`src/sv/sdf_pkg.sv`:
```
// ----------------------------------------------------------------------------
// sdf_pkg
// shared types, constants and helpers for the signed decimal formatter
// ----------------------------------------------------------------------------
`default_nettype none

package sdf_pkg;

    localparam int NDIG          = 20;            // bcd digits held per value
    localparam int DIG_W         = NDIG * 4;
    localparam int NDIG_W        = $clog2(NDIG + 1);
    localparam int LONG_BITS     = 64;
    localparam int SHORT_BITS    = 16;
    localparam int CONV_CNT_W    = $clog2(LONG_BITS + 1);
    localparam int IN_DATA_W     = 80;
    localparam int OUT_DATA_W    = 16;
    localparam int FIFO_DEPTH_DEF = 2;
    localparam int MAX_WIDTH_DEF = 63;

    localparam logic [7:0] CH_SPACE = 8'h20;
    localparam logic [7:0] CH_PLUS  = 8'h2b;
    localparam logic [7:0] CH_MINUS = 8'h2d;
    localparam logic [7:0] CH_ZERO  = 8'h30;

    // one classified and converted item, handed from front to back
    typedef struct packed {
        logic [DIG_W-1:0]  digits;     // bcd, least significant digit lowest
        logic [NDIG_W-1:0] ndig;       // significant digit count, 0 for zero
        logic [5:0]        prec;       // effective precision
        logic [5:0]        width;
        logic              left;
        logic              has_sign;
        logic [7:0]        sign_char;
    } fmt_desc_t;

    // one shift-add-3 step of the binary to bcd conversion
    function automatic logic [DIG_W-1:0] dabble_step(input logic [DIG_W-1:0] bcd,
                                                     input logic             bit_in);
        logic [DIG_W-1:0] adj;
        logic [3:0]       d;
        adj = bcd;
        for (int k = 0; k < NDIG; k++) begin
            d = bcd[k*4 +: 4];
            if (d >= 4'd5) begin
                adj[k*4 +: 4] = d + 4'd3;
            end
        end
        return {adj[DIG_W-2:0], bit_in};
    endfunction

endpackage

`default_nettype wire

```
`src/sv/signed_decimal_formatter.sv`:
```
// ----------------------------------------------------------------------------
// signed_decimal_formatter
// printf style %d text of a signed 64 or 16 bit value, one ascii char per beat
// ----------------------------------------------------------------------------
// order: accept, bit-serial conversion, enqueue, then pop and layout in the back,
//   then the first character in the output register
// the front takes no new item until it has converted and enqueued the last, bound by
//   the bit-serial bcd converter; the back lays out each item before its characters
// the two halves overlap through the queue
// reset: synchronous, active low; clears the control fsms, queue and output valid
// ----------------------------------------------------------------------------
`default_nettype none

module signed_decimal_formatter #(
    parameter int MAX_WIDTH  = sdf_pkg::MAX_WIDTH_DEF,   // cap on characters per item
    parameter int FIFO_DEPTH = sdf_pkg::FIFO_DEPTH_DEF   // items between front and back
) (
    input  wire logic                           aclk,
    input  wire logic                           aresetn,
    // input transaction
    input  wire logic                           s_tvalid,
    output logic                                s_tready,
    // value[63:0], field_width[69:64], min_digits[75:70], has_precision[76],
    // left_align[77], force_plus[78], space_sign[79]
    input  wire logic [sdf_pkg::IN_DATA_W-1:0]  s_tdata,
    // func[0]
    input  wire logic [0:0]                     s_tuser,
    // result transaction, one per character
    output logic                                m_tvalid,
    input  wire logic                           m_tready,
    // out_char[7:0], char_count[13:8], zero[15:14]
    output logic [sdf_pkg::OUT_DATA_W-1:0]      m_tdata,
    // char_valid[0]
    output logic [0:0]                          m_tuser,
    // last
    output logic                                m_tlast
);
    import sdf_pkg::*;

    logic      push_valid;
    fmt_desc_t push_desc;
    logic      fifo_full;
    logic      fifo_empty;
    logic      pop;
    fmt_desc_t head;

    // front: sign and precision choice, bit-serial binary to bcd
    sdf_front u_front (
        .aclk       (aclk),
        .aresetn    (aresetn),
        .s_tvalid   (s_tvalid),
        .s_tready   (s_tready),
        .s_tdata    (s_tdata),
        .s_tuser    (s_tuser),
        .push_valid (push_valid),
        .push_desc  (push_desc),
        .fifo_full  (fifo_full)
    );

    // queue of converted items so conversion runs ahead of character output
    sdf_fifo #(
        .DEPTH (FIFO_DEPTH)
    ) u_fifo (
        .aclk      (aclk),
        .aresetn   (aresetn),
        .push      (push_valid),
        .push_desc (push_desc),
        .full      (fifo_full),
        .pop       (pop),
        .head      (head),
        .empty     (fifo_empty)
    );

    // back: text layout and the registered output stage
    sdf_back #(
        .MAX_WIDTH (MAX_WIDTH)
    ) u_back (
        .aclk       (aclk),
        .aresetn    (aresetn),
        .fifo_empty (fifo_empty),
        .head       (head),
        .pop        (pop),
        .m_tvalid   (m_tvalid),
        .m_tready   (m_tready),
        .m_tdata    (m_tdata),
        .m_tuser    (m_tuser),
        .m_tlast    (m_tlast)
    );

endmodule

`default_nettype wire

```
`src/sv/sdf_front.sv`:
```
// ----------------------------------------------------------------------------
// sdf_front
// accepts items, picks sign and precision, converts the magnitude to bcd
// ----------------------------------------------------------------------------
`default_nettype none

module sdf_front (
    input  wire logic                             aclk,
    input  wire logic                             aresetn,
    input  wire logic                             s_tvalid,
    output logic                                  s_tready,
    input  wire logic [sdf_pkg::IN_DATA_W-1:0]    s_tdata,
    input  wire logic [0:0]                       s_tuser,
    output logic                                  push_valid,
    output sdf_pkg::fmt_desc_t                    push_desc,
    input  wire logic                             fifo_full
);
    import sdf_pkg::*;

    localparam logic [1:0] F_IDLE = 2'd0;
    localparam logic [1:0] F_CONV = 2'd1;
    localparam logic [1:0] F_DONE = 2'd2;

    logic [1:0]            state_reg, state_next;
    logic [LONG_BITS-1:0]  mag_reg, mag_next;
    logic [DIG_W-1:0]      bcd_reg, bcd_next;
    logic [CONV_CNT_W-1:0] cnt_reg, cnt_next;
    logic [5:0]            prec_reg, prec_next;
    logic [5:0]            width_reg, width_next;
    logic                  left_reg, left_next;
    logic                  has_sign_reg, has_sign_next;
    logic [7:0]            sign_char_reg, sign_char_next;

    logic [LONG_BITS-1:0]  val_sel;
    logic [LONG_BITS-1:0]  mag_in;
    logic                  neg;
    logic [NDIG_W-1:0]     ndig;

    always_comb begin
        val_sel = s_tuser[0] ? {{(LONG_BITS-SHORT_BITS){s_tdata[SHORT_BITS-1]}},
                                s_tdata[SHORT_BITS-1:0]}
                             : s_tdata[LONG_BITS-1:0];
        neg     = val_sel[LONG_BITS-1];
        mag_in  = neg ? (~val_sel + 64'd1) : val_sel;
    end

    // highest nonzero digit gives the digit count
    always_comb begin
        ndig = '0;
        for (int k = 0; k < NDIG; k++) begin
            if (bcd_reg[k*4 +: 4] != 4'd0) begin
                ndig = NDIG_W'(k + 1);
            end
        end
    end

    always_comb begin
        state_next     = state_reg;
        mag_next       = mag_reg;
        bcd_next       = bcd_reg;
        cnt_next       = cnt_reg;
        prec_next      = prec_reg;
        width_next     = width_reg;
        left_next      = left_reg;
        has_sign_next  = has_sign_reg;
        sign_char_next = sign_char_reg;
        push_valid     = 1'b0;
        case (state_reg)
            F_IDLE: begin
                if (s_tvalid) begin
                    bcd_next   = '0;
                    width_next = s_tdata[69:64];
                    prec_next  = s_tdata[76] ? s_tdata[75:70] : 6'd1;
                    left_next  = s_tdata[77];
                    if (s_tuser[0]) begin
                        mag_next = {mag_in[SHORT_BITS-1:0], {(LONG_BITS-SHORT_BITS){1'b0}}};
                        cnt_next = CONV_CNT_W'(SHORT_BITS);
                    end else begin
                        mag_next = mag_in;
                        cnt_next = CONV_CNT_W'(LONG_BITS);
                    end
                    if (neg) begin
                        has_sign_next  = 1'b1;
                        sign_char_next = CH_MINUS;
                    end else if (s_tdata[78]) begin
                        has_sign_next  = 1'b1;
                        sign_char_next = CH_PLUS;
                    end else if (s_tdata[79]) begin
                        has_sign_next  = 1'b1;
                        sign_char_next = CH_SPACE;
                    end else begin
                        has_sign_next  = 1'b0;
                        sign_char_next = CH_SPACE;
                    end
                    state_next = F_CONV;
                end
            end
            F_CONV: begin
                bcd_next = dabble_step(bcd_reg, mag_reg[LONG_BITS-1]);
                mag_next = {mag_reg[LONG_BITS-2:0], 1'b0};
                cnt_next = cnt_reg - CONV_CNT_W'(1);
                if (cnt_reg == CONV_CNT_W'(1)) begin
                    state_next = F_DONE;
                end
            end
            F_DONE: begin
                if (!fifo_full) begin
                    push_valid = 1'b1;
                    state_next = F_IDLE;
                end
            end
            default: begin
                state_next = F_IDLE;
            end
        endcase
    end

    always_comb begin
        push_desc.digits    = bcd_reg;
        push_desc.ndig      = ndig;
        push_desc.prec      = prec_reg;
        push_desc.width     = width_reg;
        push_desc.left      = left_reg;
        push_desc.has_sign  = has_sign_reg;
        push_desc.sign_char = sign_char_reg;
    end

    assign s_tready = (state_reg == F_IDLE);

    always_ff @(posedge aclk) begin
        if (!aresetn) begin
            state_reg <= F_IDLE;
        end else begin
            state_reg <= state_next;
        end
        mag_reg       <= mag_next;
        bcd_reg       <= bcd_next;
        cnt_reg       <= cnt_next;
        prec_reg      <= prec_next;
        width_reg     <= width_next;
        left_reg      <= left_next;
        has_sign_reg  <= has_sign_next;
        sign_char_reg <= sign_char_next;
    end

endmodule

`default_nettype wire

```
`src/sv/sdf_fifo.sv`:
```
// ----------------------------------------------------------------------------
// sdf_fifo
// short show-ahead queue of converted items between front and back
// ----------------------------------------------------------------------------
`default_nettype none

module sdf_fifo #(
    parameter int DEPTH = sdf_pkg::FIFO_DEPTH_DEF
) (
    input  wire logic               aclk,
    input  wire logic               aresetn,
    input  wire logic               push,
    input  wire sdf_pkg::fmt_desc_t push_desc,
    output logic                    full,
    input  wire logic               pop,
    output sdf_pkg::fmt_desc_t      head,
    output logic                    empty
);
    import sdf_pkg::*;

    localparam int PTR_W = (DEPTH > 1) ? $clog2(DEPTH) : 1;
    localparam int CNT_W = $clog2(DEPTH + 1);

    fmt_desc_t         mem [DEPTH];
    logic [PTR_W-1:0]  wr_ptr_reg, wr_ptr_next;
    logic [PTR_W-1:0]  rd_ptr_reg, rd_ptr_next;
    logic [CNT_W-1:0]  cnt_reg, cnt_next;
    logic              do_push, do_pop;

    function automatic logic [PTR_W-1:0] ptr_inc(input logic [PTR_W-1:0] p);
        return (p == PTR_W'(DEPTH - 1)) ? '0 : p + PTR_W'(1);
    endfunction

    assign full    = (cnt_reg == CNT_W'(DEPTH));
    assign empty   = (cnt_reg == '0);
    assign do_push = push && !full;
    assign do_pop  = pop && !empty;
    assign head    = mem[rd_ptr_reg];

    always_comb begin
        wr_ptr_next = do_push ? ptr_inc(wr_ptr_reg) : wr_ptr_reg;
        rd_ptr_next = do_pop ? ptr_inc(rd_ptr_reg) : rd_ptr_reg;
        cnt_next    = cnt_reg;
        if (do_push && !do_pop) begin
            cnt_next = cnt_reg + CNT_W'(1);
        end else if (do_pop && !do_push) begin
            cnt_next = cnt_reg - CNT_W'(1);
        end
    end

    always_ff @(posedge aclk) begin
        if (do_push) begin
            mem[wr_ptr_reg] <= push_desc;
        end
    end

    always_ff @(posedge aclk) begin
        if (!aresetn) begin
            wr_ptr_reg <= '0;
            rd_ptr_reg <= '0;
            cnt_reg    <= '0;
        end else begin
            wr_ptr_reg <= wr_ptr_next;
            rd_ptr_reg <= rd_ptr_next;
            cnt_reg    <= cnt_next;
        end
    end

endmodule

`default_nettype wire

```
`src/sv/sdf_back.sv`:
```
// ----------------------------------------------------------------------------
// sdf_back
// lays out pads, sign, zeros and digits and emits one character per cycle while the receiver is ready
// ----------------------------------------------------------------------------
`default_nettype none

module sdf_back #(
    parameter int MAX_WIDTH = sdf_pkg::MAX_WIDTH_DEF
) (
    input  wire logic                           aclk,
    input  wire logic                           aresetn,
    input  wire logic                           fifo_empty,
    input  wire sdf_pkg::fmt_desc_t             head,
    output logic                                pop,
    output logic                                m_tvalid,
    input  wire logic                           m_tready,
    output logic [sdf_pkg::OUT_DATA_W-1:0]      m_tdata,
    output logic [0:0]                          m_tuser,
    output logic                                m_tlast
);
    import sdf_pkg::*;

    localparam logic [1:0] B_IDLE  = 2'd0;
    localparam logic [1:0] B_SETUP = 2'd1;
    localparam logic [1:0] B_EMIT  = 2'd2;
    localparam int         P_W     = 7;
    localparam int         LIMIT   = (MAX_WIDTH > 64) ? 64 : MAX_WIDTH;

    logic [1:0]   state_reg, state_next;
    fmt_desc_t    desc_reg, desc_next;
    logic [P_W-1:0] b1_reg, b1_next, b2_reg, b2_next, b3_reg, b3_next, b4_reg, b4_next;
    logic [P_W-1:0] len_reg, len_next, pos_reg, pos_next;

    logic         m_valid_reg, m_valid_next;
    logic [7:0]   m_char_reg, m_char_next;
    logic         m_cvalid_reg, m_cvalid_next;
    logic         m_last_reg, m_last_next;
    logic [5:0]   m_count_reg, m_count_next;

    logic [P_W-1:0] nd, pr, body, zcnt, pad, tot, dpos;
    logic [NDIG_W-1:0] didx;
    logic [3:0]   digit;
    logic [7:0]   ch;
    logic         advance;

    // layout boundaries from the registered item
    always_comb begin
        nd   = P_W'(desc_reg.ndig);
        pr   = P_W'(desc_reg.prec);
        body = ((nd > pr) ? nd : pr) + P_W'(desc_reg.has_sign);
        zcnt = (pr > nd) ? (pr - nd) : '0;
        pad  = (P_W'(desc_reg.width) > body) ? (P_W'(desc_reg.width) - body) : '0;
        tot  = pad + body;
    end

    // character at the current position
    always_comb begin
        dpos  = b4_reg - P_W'(1) - pos_reg;
        didx  = dpos[NDIG_W-1:0];
        digit = desc_reg.digits[didx*4 +: 4];
        if (pos_reg < b1_reg) begin
            ch = CH_SPACE;
        end else if (pos_reg < b2_reg) begin
            ch = desc_reg.sign_char;
        end else if (pos_reg < b3_reg) begin
            ch = CH_ZERO;
        end else if (pos_reg < b4_reg) begin
            ch = CH_ZERO | {4'd0, digit};
        end else begin
            ch = CH_SPACE;
        end
    end

    assign advance = !m_valid_reg || m_tready;

    always_comb begin
        state_next    = state_reg;
        desc_next     = desc_reg;
        b1_next       = b1_reg;
        b2_next       = b2_reg;
        b3_next       = b3_reg;
        b4_next       = b4_reg;
        len_next      = len_reg;
        pos_next      = pos_reg;
        m_valid_next  = m_valid_reg && !m_tready;
        m_char_next   = m_char_reg;
        m_cvalid_next = m_cvalid_reg;
        m_last_next   = m_last_reg;
        m_count_next  = m_count_reg;
        pop           = 1'b0;
        case (state_reg)
            B_IDLE: begin
                if (!fifo_empty) begin
                    pop        = 1'b1;
                    desc_next  = head;
                    state_next = B_SETUP;
                end
            end
            B_SETUP: begin
                b1_next    = desc_reg.left ? '0 : pad;
                b2_next    = (desc_reg.left ? '0 : pad) + P_W'(desc_reg.has_sign);
                b3_next    = (desc_reg.left ? '0 : pad) + P_W'(desc_reg.has_sign) + zcnt;
                b4_next    = (desc_reg.left ? '0 : pad) + P_W'(desc_reg.has_sign) + zcnt + nd;
                len_next   = (tot > P_W'(LIMIT)) ? P_W'(LIMIT) : tot;
                pos_next   = '0;
                state_next = B_EMIT;
            end
            B_EMIT: begin
                if (advance) begin
                    m_valid_next = 1'b1;
                    if (len_reg == '0) begin
                        m_char_next   = 8'd0;
                        m_cvalid_next = 1'b0;
                        m_last_next   = 1'b1;
                        m_count_next  = 6'd0;
                        state_next    = B_IDLE;
                    end else begin
                        m_char_next   = ch;
                        m_cvalid_next = 1'b1;
                        pos_next      = pos_reg + P_W'(1);
                        if (pos_reg + P_W'(1) == len_reg) begin
                            m_last_next  = 1'b1;
                            m_count_next = len_reg[5:0];
                            state_next   = B_IDLE;
                        end else begin
                            m_last_next  = 1'b0;
                            m_count_next = 6'd0;
                        end
                    end
                end
            end
            default: begin
                state_next = B_IDLE;
            end
        endcase
    end

    assign m_tvalid = m_valid_reg;
    assign m_tdata  = {2'b00, m_count_reg, m_char_reg};
    assign m_tuser  = m_cvalid_reg;
    assign m_tlast  = m_last_reg;

    always_ff @(posedge aclk) begin
        if (!aresetn) begin
            state_reg   <= B_IDLE;
            m_valid_reg <= 1'b0;
        end else begin
            state_reg   <= state_next;
            m_valid_reg <= m_valid_next;
        end
        desc_reg     <= desc_next;
        b1_reg       <= b1_next;
        b2_reg       <= b2_next;
        b3_reg       <= b3_next;
        b4_reg       <= b4_next;
        len_reg      <= len_next;
        pos_reg      <= pos_next;
        m_char_reg   <= m_char_next;
        m_cvalid_reg <= m_cvalid_next;
        m_last_reg   <= m_last_next;
        m_count_reg  <= m_count_next;
    end

endmodule

`default_nettype wire

```
`config.mk`:
```
export PLATFORM = sky130hd
export DESIGN_NAME = signed_decimal_formatter
export DESIGN_NICKNAME = d
export VERILOG_FILES = /design/src/sv/sdf_pkg.sv /design/src/sv/signed_decimal_formatter.sv /design/src/sv/sdf_front.sv /design/src/sv/sdf_fifo.sv /design/src/sv/sdf_back.sv
export SDC_FILE = /design/constraint.sdc
export NUM_CORES = 1
export LEC_CHECK = 0
export ABC_AREA = 1
export BUFFER_PORTS_ARGS = -buffer_cell sky130_fd_sc_hd__buf_2
export CELL_PAD_IN_SITES_DETAIL_PLACEMENT = 1
export CELL_PAD_IN_SITES_GLOBAL_PLACEMENT = 1
export CORE_UTILIZATION = 30
export CTS_CLUSTER_SIZE = 14
export DETAILED_ROUTE_END_ITERATION = 8
export PLACE_DENSITY_LB_ADDON = 0.1
export SETUP_SLACK_MARGIN = 0.1
export SYNTH_ARGS = -nofsm -noshare
export SYNTH_HDL_FRONTEND = slang
export SYNTH_SLANG_ARGS = --single-unit
export TNS_END_PERCENT = 50
```
`constraint.sdc`:
```
create_clock -name aclk -period 9.4 [get_ports aclk]
set_input_delay 0.47 -clock aclk [delete_from_list [all_inputs] [get_ports aclk]]
set_output_delay 0.47 -clock aclk [all_outputs]
set_load 0.02 [all_outputs]
```
==> impl_metrics.ini, run 1 <==
[synth]
yosysUniqueCellTypes = 61
synth_edf_count = 530
synth_top_family_by_area = simple AND/OR/NAND/NOR gates
synthAdderAreaFrac = 0.0553
synth_mux_area_frac = 0.000373
synthTopCellsByArea = edfxtp_1, nand2_1, ha_1, inv_1, o21ai_0
syn_inst = 2618
ys_seq_elements = 539
yosysWarnings = 0
yosys.area_share.simple = 0.159
syn_avg_cell_area_sq_um = 10.3
ys_seq_area_frac = 0.599
synth_xor_area_frac = 0.0271
synth_top_area_frac = 0.593
syn-cell-area_sq_mm = 0.0269
synth.largest_area_cell = edfxtp_1
synth-compound-area-share = 0.105
yosys_most_used_dff = edfxtp_1
async_reset_ff_frac = 0

[min_path]
hp-class = in -> reg
hold_path_depth = 1

[cts]
cts_sinks = 539
cts_tree = done
clkLatencyLatePin_ns = 0.61
htree_levels = 3
cts_resized = 0
root_buffer = clkbuf_16
post_cts_buffers = 0
cts_buffers = 67
cts.path.max_buffers = 3
path_clk_slew_ns = 0.06

[floorplan]
rows = 109
die_w_um = 301
core_area_sq_mm = 0.0885
initial_core_util = 0.303
dieHeight_um = 301
io_pins = 105
dieArea_sq_mm = 0.0907

[final_layout]
final_common_cell = nand2_1
largest_register_ffs = 204
final_nets = 2934
layout-drive-gt1-share = 0.105
fin_cells = 3950
final_cell_mix = nand2_1, edfxtp_1, inv_1
area_delta_synth_final_pct = 14.5
diodes = 0

[run_status]
status = complete, but fails checks
failed_checks = design-rule violations

[worst_setup_path]
crit_slowest_cell = edfxtp_1
worstSetupEndpointType = flop
cp-start-kind = flop
crit_required_ns = 9.76
ff2ff_path_depth = 42
worstPathArrival_ns = 7.84
criticalPathCategory = reg -> reg
slowest_delay_ns = 0.41
cp_max_fo = 9

[pwr]
power.total_mw = 9.00
ir_drop_v = 0.000161
p_leak_nw = 12.3
power.density_mw_per_mm2 = 293

[placement]
dp.cells = 3826
pre_cts_ws_ns = 1.95
io_buffers = 100
gp_congestion = 0.822
dp_hpwl_um = 49200

[timing]
relSlewSlack = 0.290
tightest_slew_ns = 1.07
period_share = 0.796
fin_tns_setup_ns = 0
skew_ns = 0.0252
setup_slack_ns = 1.92
rsz0062_at_grt = no
fmax_mhz = 134
period_minus_slack_ns = 7.48
setup_viol = 0
drv_slew = 0
hold_violations = 0

[drt]
postRouteAntennaNets = 0
viasPerCell = 4.73
routedWlPerCell_um = 18.2
drt_first_pass_iters = 7
route.detailed.drc = 6
drtIter0Drc = 911
routed_wl_um = 71700
dr_total_vias = 18688

[global_route]
grt_pass1_vias = 19729
track_usage = 0.160
antenna_found_initial = 3
grt_max_degree = 90
overflow = 0
grt_pass1_wl_um = 113000

[job]
max-cap-violations = 0
==> worst max-delay path: cells and delay by family, from the launching register on <==
kind / cells / cell delay, ns
simple gates: 17 / 2.22
fa+ha+maj: 8 / 2.23
buf+inv: 8 / 0.68
xor+xnor: 3 / 0.72
flops: 1 / 0.41
compound gates: 6 / 0.99
==> metal layers <==
layer | part of all wire | track usage
met1 | 0.47 | 0.216
met2 | 0.47 | 0.262
met3 | 0.035 | 0.0271
met4 | 0.025 | 0.0467
met5 | 0.00013 | 0
==> cells in the mapped netlist, types with 27 or more instances <==
| master | number |
|---|---|
| nand2_1 | 683 |
| edfxtp_1 | 530 |
| inv_1 | 269 |
| nor2_1 | 187 |
| o21ai_0 | 182 |
| a21oi_1 | 159 |
| ha_1 | 109 |
| clkbuf_1 | 63 |
| xor2_1 | 55 |
| nand3_1 | 52 |
| xnor2_1 | 28 |
| nor3_1 | 27 |
==> per-stage QoR <==
step / cell area [sq um] / hold slack, ns / util
floorplan: 26900 / 0.421 / -
global placement: 28600 / 0.426 / 0.324
detailed placement: 28600 / 0.431 / 0.324
CTS: 30800 / 0.00118 / 0.348
global route: 30800 / 0.00673 / 0.348
finish: 30800 / 0.0416 / 0.348
==> what timing repair did <==
item,in CTS,in global routing
setup endpoints to repair,0,0
hold buffers,4,0
hold endpoints to repair,4,0
==> where the power goes <==
group	switching (mW)	leakage (nW)	total, mW	internal, mW
Sequential	0.195	5.08	3.36	3.17
Combinational	2.20	6.18	3.16	0.960
Clock	1.03	1.00	2.48	1.45
Total	3.43	12.3	9.00	5.58
==> worst paths after layout <==
kind	slack, ns	start	to
worst max-delay path	1.92	u_back.desc_reg[24]$_DFFE_PP_	u_back.b4_reg[6]$_DFFE_PN_
worst min register to register	0.44	u_front.has_sign_reg$_SDFFCE_PP1P_	u_fifo.mem[0][4]$_DFFE_PP_
worst min-delay path	0.04	s_tdata[68]	u_front.width_reg[4]$_DFFE_PP_
worst max register to register	1.92	u_back.desc_reg[24]$_DFFE_PP_	u_back.b4_reg[6]$_DFFE_PN_
==> kinds of logic after synthesis <==
| family | after synthesis |
|---|---|
| AOI/OAI and AO/OA | 489 |
| other | 1 |
| buffers and inverters | 365 |
| DFF | 539 |
| adders and majority gates | 115 |
| xor gates and xnor gates | 83 |
| and+or+nand+nor | 1025 |
| muxes | 1 |
==> final cells by class <==
type,count,area [sq um]
Clock buffer,88,1790
Clock inverter,32,289
Fill cell,9852,57700
Inverter,282,1060
Multi-Input combinational cell,1718,9360
Sequential cell,539,16100
Tap cell,1165,1460
Timing Repair Buffer,126,706
No activity file was read; power rests on OpenSTA's default activity.
==> run 2: changes to the inputs <==
- clock period: 9.4 -> 6.6 ns (I/O delays scaled with it)
==> impl_metrics.ini, run 2 (same netlist as run 1, synthesis figures left out) <==
[run_status]
status = complete, but fails checks
failed_checks = design-rule violations

[worst_setup_path]
slowest_delay_ns = 0.40
worstPathArrival_ns = 6.48
criticalPathCategory = reg -> reg
cp_max_fo = 5
worstSetupEndpointType = flop
crit_required_ns = 6.95
cp-start-kind = flop
crit_slowest_cell = edfxtp_1
worst-path-buf-inv = 8
crit_top_cell = nand2_1
cp_top_family = simple AND/OR/NAND/NOR gates

[global_route]
overflow = 0
grt_max_degree = 175
antenna_found_initial = 1
grt_pass1_wl_um = 115000
track_usage = 0.162
grt_pass1_vias = 20178

[timing]
tightest_slew_ns = 1.00
period_share = 0.929
fin_tns_setup_ns = 0
setup_slack_ns = 0.472
setup_viol = 0
rsz0062_at_grt = no
skew_ns = 0.0174
relSlewSlack = 0.332
drv_slew = 0
hold_violations = 0
whs_ns = 0.0608
fmax_mhz = 163
period_minus_slack_ns = 6.13

[final_layout]
final_util = 0.355
ff_latch_area_sq_mm = 0.0161
diodes = 0
final_cell_area_sq_mm = 0.0314
area_delta_synth_final_pct = 16.9
layout-drive-gt1-share = 0.130
final_common_cell = nand2_1
multi_input_area_sq_mm = 0.00950
fin_cells = 4005
largest_register_ffs = 204
n_fill_cell = 9884
final_nets = 2984
final_cell_mix = nand2_1, edfxtp_1, inv_1

[floorplan]
dieHeight_um = 301
die_w_um = 301
rows = 109
initial_core_util = 0.303
core_area_sq_mm = 0.0885
io_pins = 105
dieArea_sq_mm = 0.0907

[cts]
cts.path.max_buffers = 3
cts_tree = done
root_buffer = clkbuf_16
path_clk_slew_ns = 0.05
cts_sinks = 539
clkLatencyLatePin_ns = 0.61
htree_levels = 3
cts_buffers = 68

[drt]
dr_total_vias = 18944
route.detailed.drc = 12
drtIter0Drc = 873
drt_first_pass_iters = 8
viasPerCell = 4.73
postRouteAntennaNets = 0
routed_wl_um = 73000
routedWlPerCell_um = 18.2

[pwr]
power.density_mw_per_mm2 = 419
p_leak_nw = 12.6
power.total_mw = 13.2
ir_drop_v = 0.000224

[placement]
dp_hpwl_um = 49200
io_buffers = 100
dp.cells = 3855
placed_area_sq_mm = 0.0289
pre_cts_ws_ns = -0.193
gp_congestion = 0.817

[min_path]
hp-class = in -> reg

[job]
max-cap-violations = 0
## run 2: cell count changes in the layout (fill, tap and decap cells not counted), sizes merged
| cell | previous run | this run |
|---|---|---|
| clkinv | 29 | 34 |
| dlygate4sd3 | 4 | 15 |
| buf | 122 | 160 |
| bufinv | 4 | 3 |
| inv | 279 | 281 |
## run 2: final cells by class
| type | instances | area share |
|---|---|---|
| inverter | 282 | 0.0338 |
| clock inverter | 38 | 0.00912 |
| sequential | 539 | 0.513 |
| multi-input combinational | 1718 | 0.303 |
| timing repair buffer | 175 | 0.0366 |
| clock buffer | 88 | 0.0589 |
| tap | 1165 | 0.0464 |
## run 2: worst reg2reg max path: cells and delay by family (launching register included)
family,cells,cell delay (ns)
compound gates,5,0.65
buf+inv,8,0.56
simple gates,18,2.00
fa+ha+maj,8,1.76
flops,1,0.40
xor+xnor,3,0.51
## run 2: metal layers
metal | global-route usage | share of wire | vias to the layer above
met5 | 0 | 0 | -
met4 | 0.0436 | 0.020 | 0
met3 | 0.0233 | 0.028 | 95
met2 | 0.275 | 0.48 | 234
met1 | 0.216 | 0.47 | 9332
li1 | - | - | 9283
## run 2: final timing paths
kind,start,end,slack (ns),depth (start not counted)
max,u_back.desc_reg[26]$_DFFE_PP_,u_back.b4_reg[6]$_DFFE_PN_,0.47,42
max reg2reg,u_back.desc_reg[26]$_DFFE_PP_,u_back.b4_reg[6]$_DFFE_PN_,0.47,42
min reg2reg,u_front.prec_reg[5]$_SDFFCE_PN0P_,u_fifo.mem[1][17]$_DFFE_PP_,0.45,0
min,s_tdata[71],u_front.prec_reg[1]$_SDFFCE_PN0P_,0.06,3
## run 2: power by group
part / internal, mW / switching [mW] / leakage (nW)
logic: 1.58 / 3.17 / 6.43
clock network: 2.10 / 1.49 / 1.05
registers: 4.51 / 0.309 / 5.08
## run 2: timing repair
item                                   in CTS  in global routing
pin swaps                                   4                  7
buffers inserted                            3                  6
endpoints found under the hold margin      14                  0
setup endpoints to repair                   3                  4
resized for setup                           9                 24
hold buffers                               15                  0
==> run 3: changes to the inputs <==
- BUFFER_PORTS_ARGS: -buffer_cell sky130_fd_sc_hd__buf_2 -> -buffer_cell sky130_fd_sc_hd__buf_4
- CTS_CLUSTER_DIAMETER: not set -> 30
- clock period: 6.6 -> 5.7 ns (I/O delays scaled with it)
==> impl_metrics.ini, run 3 (same netlist as run 1, synthesis figures left out) <==
[min_path]
hp-class = in -> reg

[timing]
rsz0062_at_grt = yes
period_minus_slack_ns = 5.81
skew_ns = 0.0284
tightest_slew_ns = 1.16
fmax_mhz = 172
setup_viol = 1
relSlewSlack = 0.227
setup_slack_ns = -0.113
period_share = 1.02
fin_tns_setup_ns = -0.113
drv_slew = 0
hold_violations = 0

[placement]
io_buffers = 100
dp.cells = 3896
dp_hpwl_um = 49700
gp_congestion = 0.833

[worst_setup_path]
crit_required_ns = 6.16
crit_slowest_cell = edfxtp_1
worstPathArrival_ns = 6.27
ff2ff_path_depth = 41
timing.rr.end = u_back.b4_reg[6]$_DFFE_PN_
endpoint = u_back.b4_reg[6]$_DFFE_PN_
r2r_setup_slack_ns = -0.11
worstSetupEndpointType = flop
regToRegStartpoint = u_back.desc_reg[18]$_DFFE_PP_
criticalPathCategory = reg -> reg
crit_path_start = u_back.desc_reg[18]$_DFFE_PP_
cp_max_fo = 4
slowest_delay_ns = 0.44
cp-start-kind = flop

[final_layout]
final_cell_mix = nand2_1, edfxtp_1, inv_1
diodes = 0
final_nets = 3161
layout-drive-gt1-share = 0.197
fin_cells = 4244
final_common_cell = nand2_1
largest_register_ffs = 204
area_delta_synth_final_pct = 32.7

[cts]
path_clk_slew_ns = 0.04
cts_tree = done
root_buffer = clkbuf_16
clkLatencyLatePin_ns = 0.72
cts.path.max_buffers = 3
cts_buffers = 148
htree_levels = 4
cts_sinks = 539

[global_route]
track_usage = 0.171
grt_pass1_wl_um = 121000
overflow = 0
antenna_found_initial = 0
use_met1 = 0.215
grt-busiest-layer = met2
met3_usage = 0.0334
use_met2 = 0.289
grt_pass1_vias = 21625
grt_max_degree = 174

[drt]
route.detailed.drc = 12
drtIter0Drc = 921
routed_wl_um = 76600
dr_total_vias = 19791
drt_first_pass_iters = 7
postRouteAntennaNets = 0
viasPerCell = 4.66
routedWlPerCell_um = 18.0

[run_status]
failed_checks = design-rule violations, negative setup slack
status = complete, but fails checks

[pwr]
power.density_mw_per_mm2 = 569
p_leak_nw = 14.5
ir_drop_v = 0.000320

[job]
max-cap-violations = 0

[floorplan]
dieArea_sq_mm = 0.0907
initial_core_util = 0.303
rows = 109
dieHeight_um = 301
io_pins = 105
core_area_sq_mm = 0.0885
die_w_um = 301
==> run 3: cell count changes in the layout (fill, tap and decap cells not counted), moves of 7 or more <==
cell / delta
clkinvlp_4: +13
bufinv_16: +19
buf_4: +166
clkbuf_16: +78
clkinv_1: +10
ha_4: +7
clkinv_2: +17
buf_2: -100
clkinv_8: +8
dlygate4sd3_1: +25
==> run 3: layout make-up <==
cell class,instances,area (sq um)
fillers,9578,52900
flip-flops and latches,539,16100
multi-input cells,1718,9770
clock buffers,159,3740
repair buffers,272,2210
well taps,1165,1460
clock inverters,109,1280
inverters,282,1060
==> run 3: worst max-delay path: cells and delay by family, from the launching register on <==
| kind | cells | cell delay [ns] |
|---|---|---|
| AO/OA/AOI/OAI | 6 | 0.71 |
| XOR/XNOR | 3 | 0.52 |
| flip-flops | 1 | 0.44 |
| adder cells (fa/ha/maj) | 8 | 1.82 |
| buffers and inverters | 7 | 0.42 |
| AND/OR/NAND/NOR | 17 | 1.60 |
==> run 3: per-stage QoR <==
step / area (sq um) / hold WS [ns] / setup slack [ns] / power (mW) / utilization
after floorplan: 26900 / 0.384 / -0.504 / 9.06 / -
after global placement: 29500 / 0.423 / -0.815 / 11.3 / 0.333
after detailed placement: 29500 / 0.435 / -0.930 / 11.4 / 0.333
after CTS: 35400 / 0.00573 / -0.239 / 20.4 / 0.400
after global routing: 35600 / 0.0360 / -0.433 / 21.5 / 0.403
final: 35600 / 0.0567 / -0.113 / 20.3 / 0.403
==> run 3: worst min-delay path by stage <==
stage                                             from                       endpoint  slack (ns)  cells past startpoint
global route                               s_tdata[50]  u_front.mag_reg[50]$_DFFE_PP_        0.04                      3
finish                                     s_tdata[50]  u_front.mag_reg[50]$_DFFE_PP_        0.06                      3
detailed placement      u_front.width_reg[5]$_DFFE_PP_    u_fifo.mem[1][11]$_DFFE_PP_        0.44                      0
floorplan                                  s_tdata[77]     u_front.left_reg$_DFFE_PP_        0.38                      0
CTS                                        s_tdata[10]  u_front.mag_reg[10]$_DFFE_PP_       0.006                      4
global placement    u_front.has_sign_reg$_SDFFCE_PP1P_     u_fifo.mem[0][4]$_DFFE_PP_        0.42                      0
==> run 3: repair_timing <==
action / in CTS / in global routing
gates resized for setup: 58 / 30
hold buffers: 40 / 0
setup buffers: 34 / 11
pin swaps: 26 / 36
hold endpoints to repair: 40 / 0
endpoints found under the setup margin: 8 / 14
==> run 3: metal layers <==
layer / share of wire / vias to the layer above
li1: - / 9703
met1: 0.46 / 9642
met2: 0.49 / 311
met3: 0.033 / 135
met4: 0.020 / 0
met5: 0 / -
==> run 3: power by group <==
part / switching [mW] / internal [mW] / leakage [nW]
registers: 0.347 / 5.24 / 5.08
clock network: 2.53 / 5.71 / 2.42
logic: 4.01 / 2.44 / 7.01
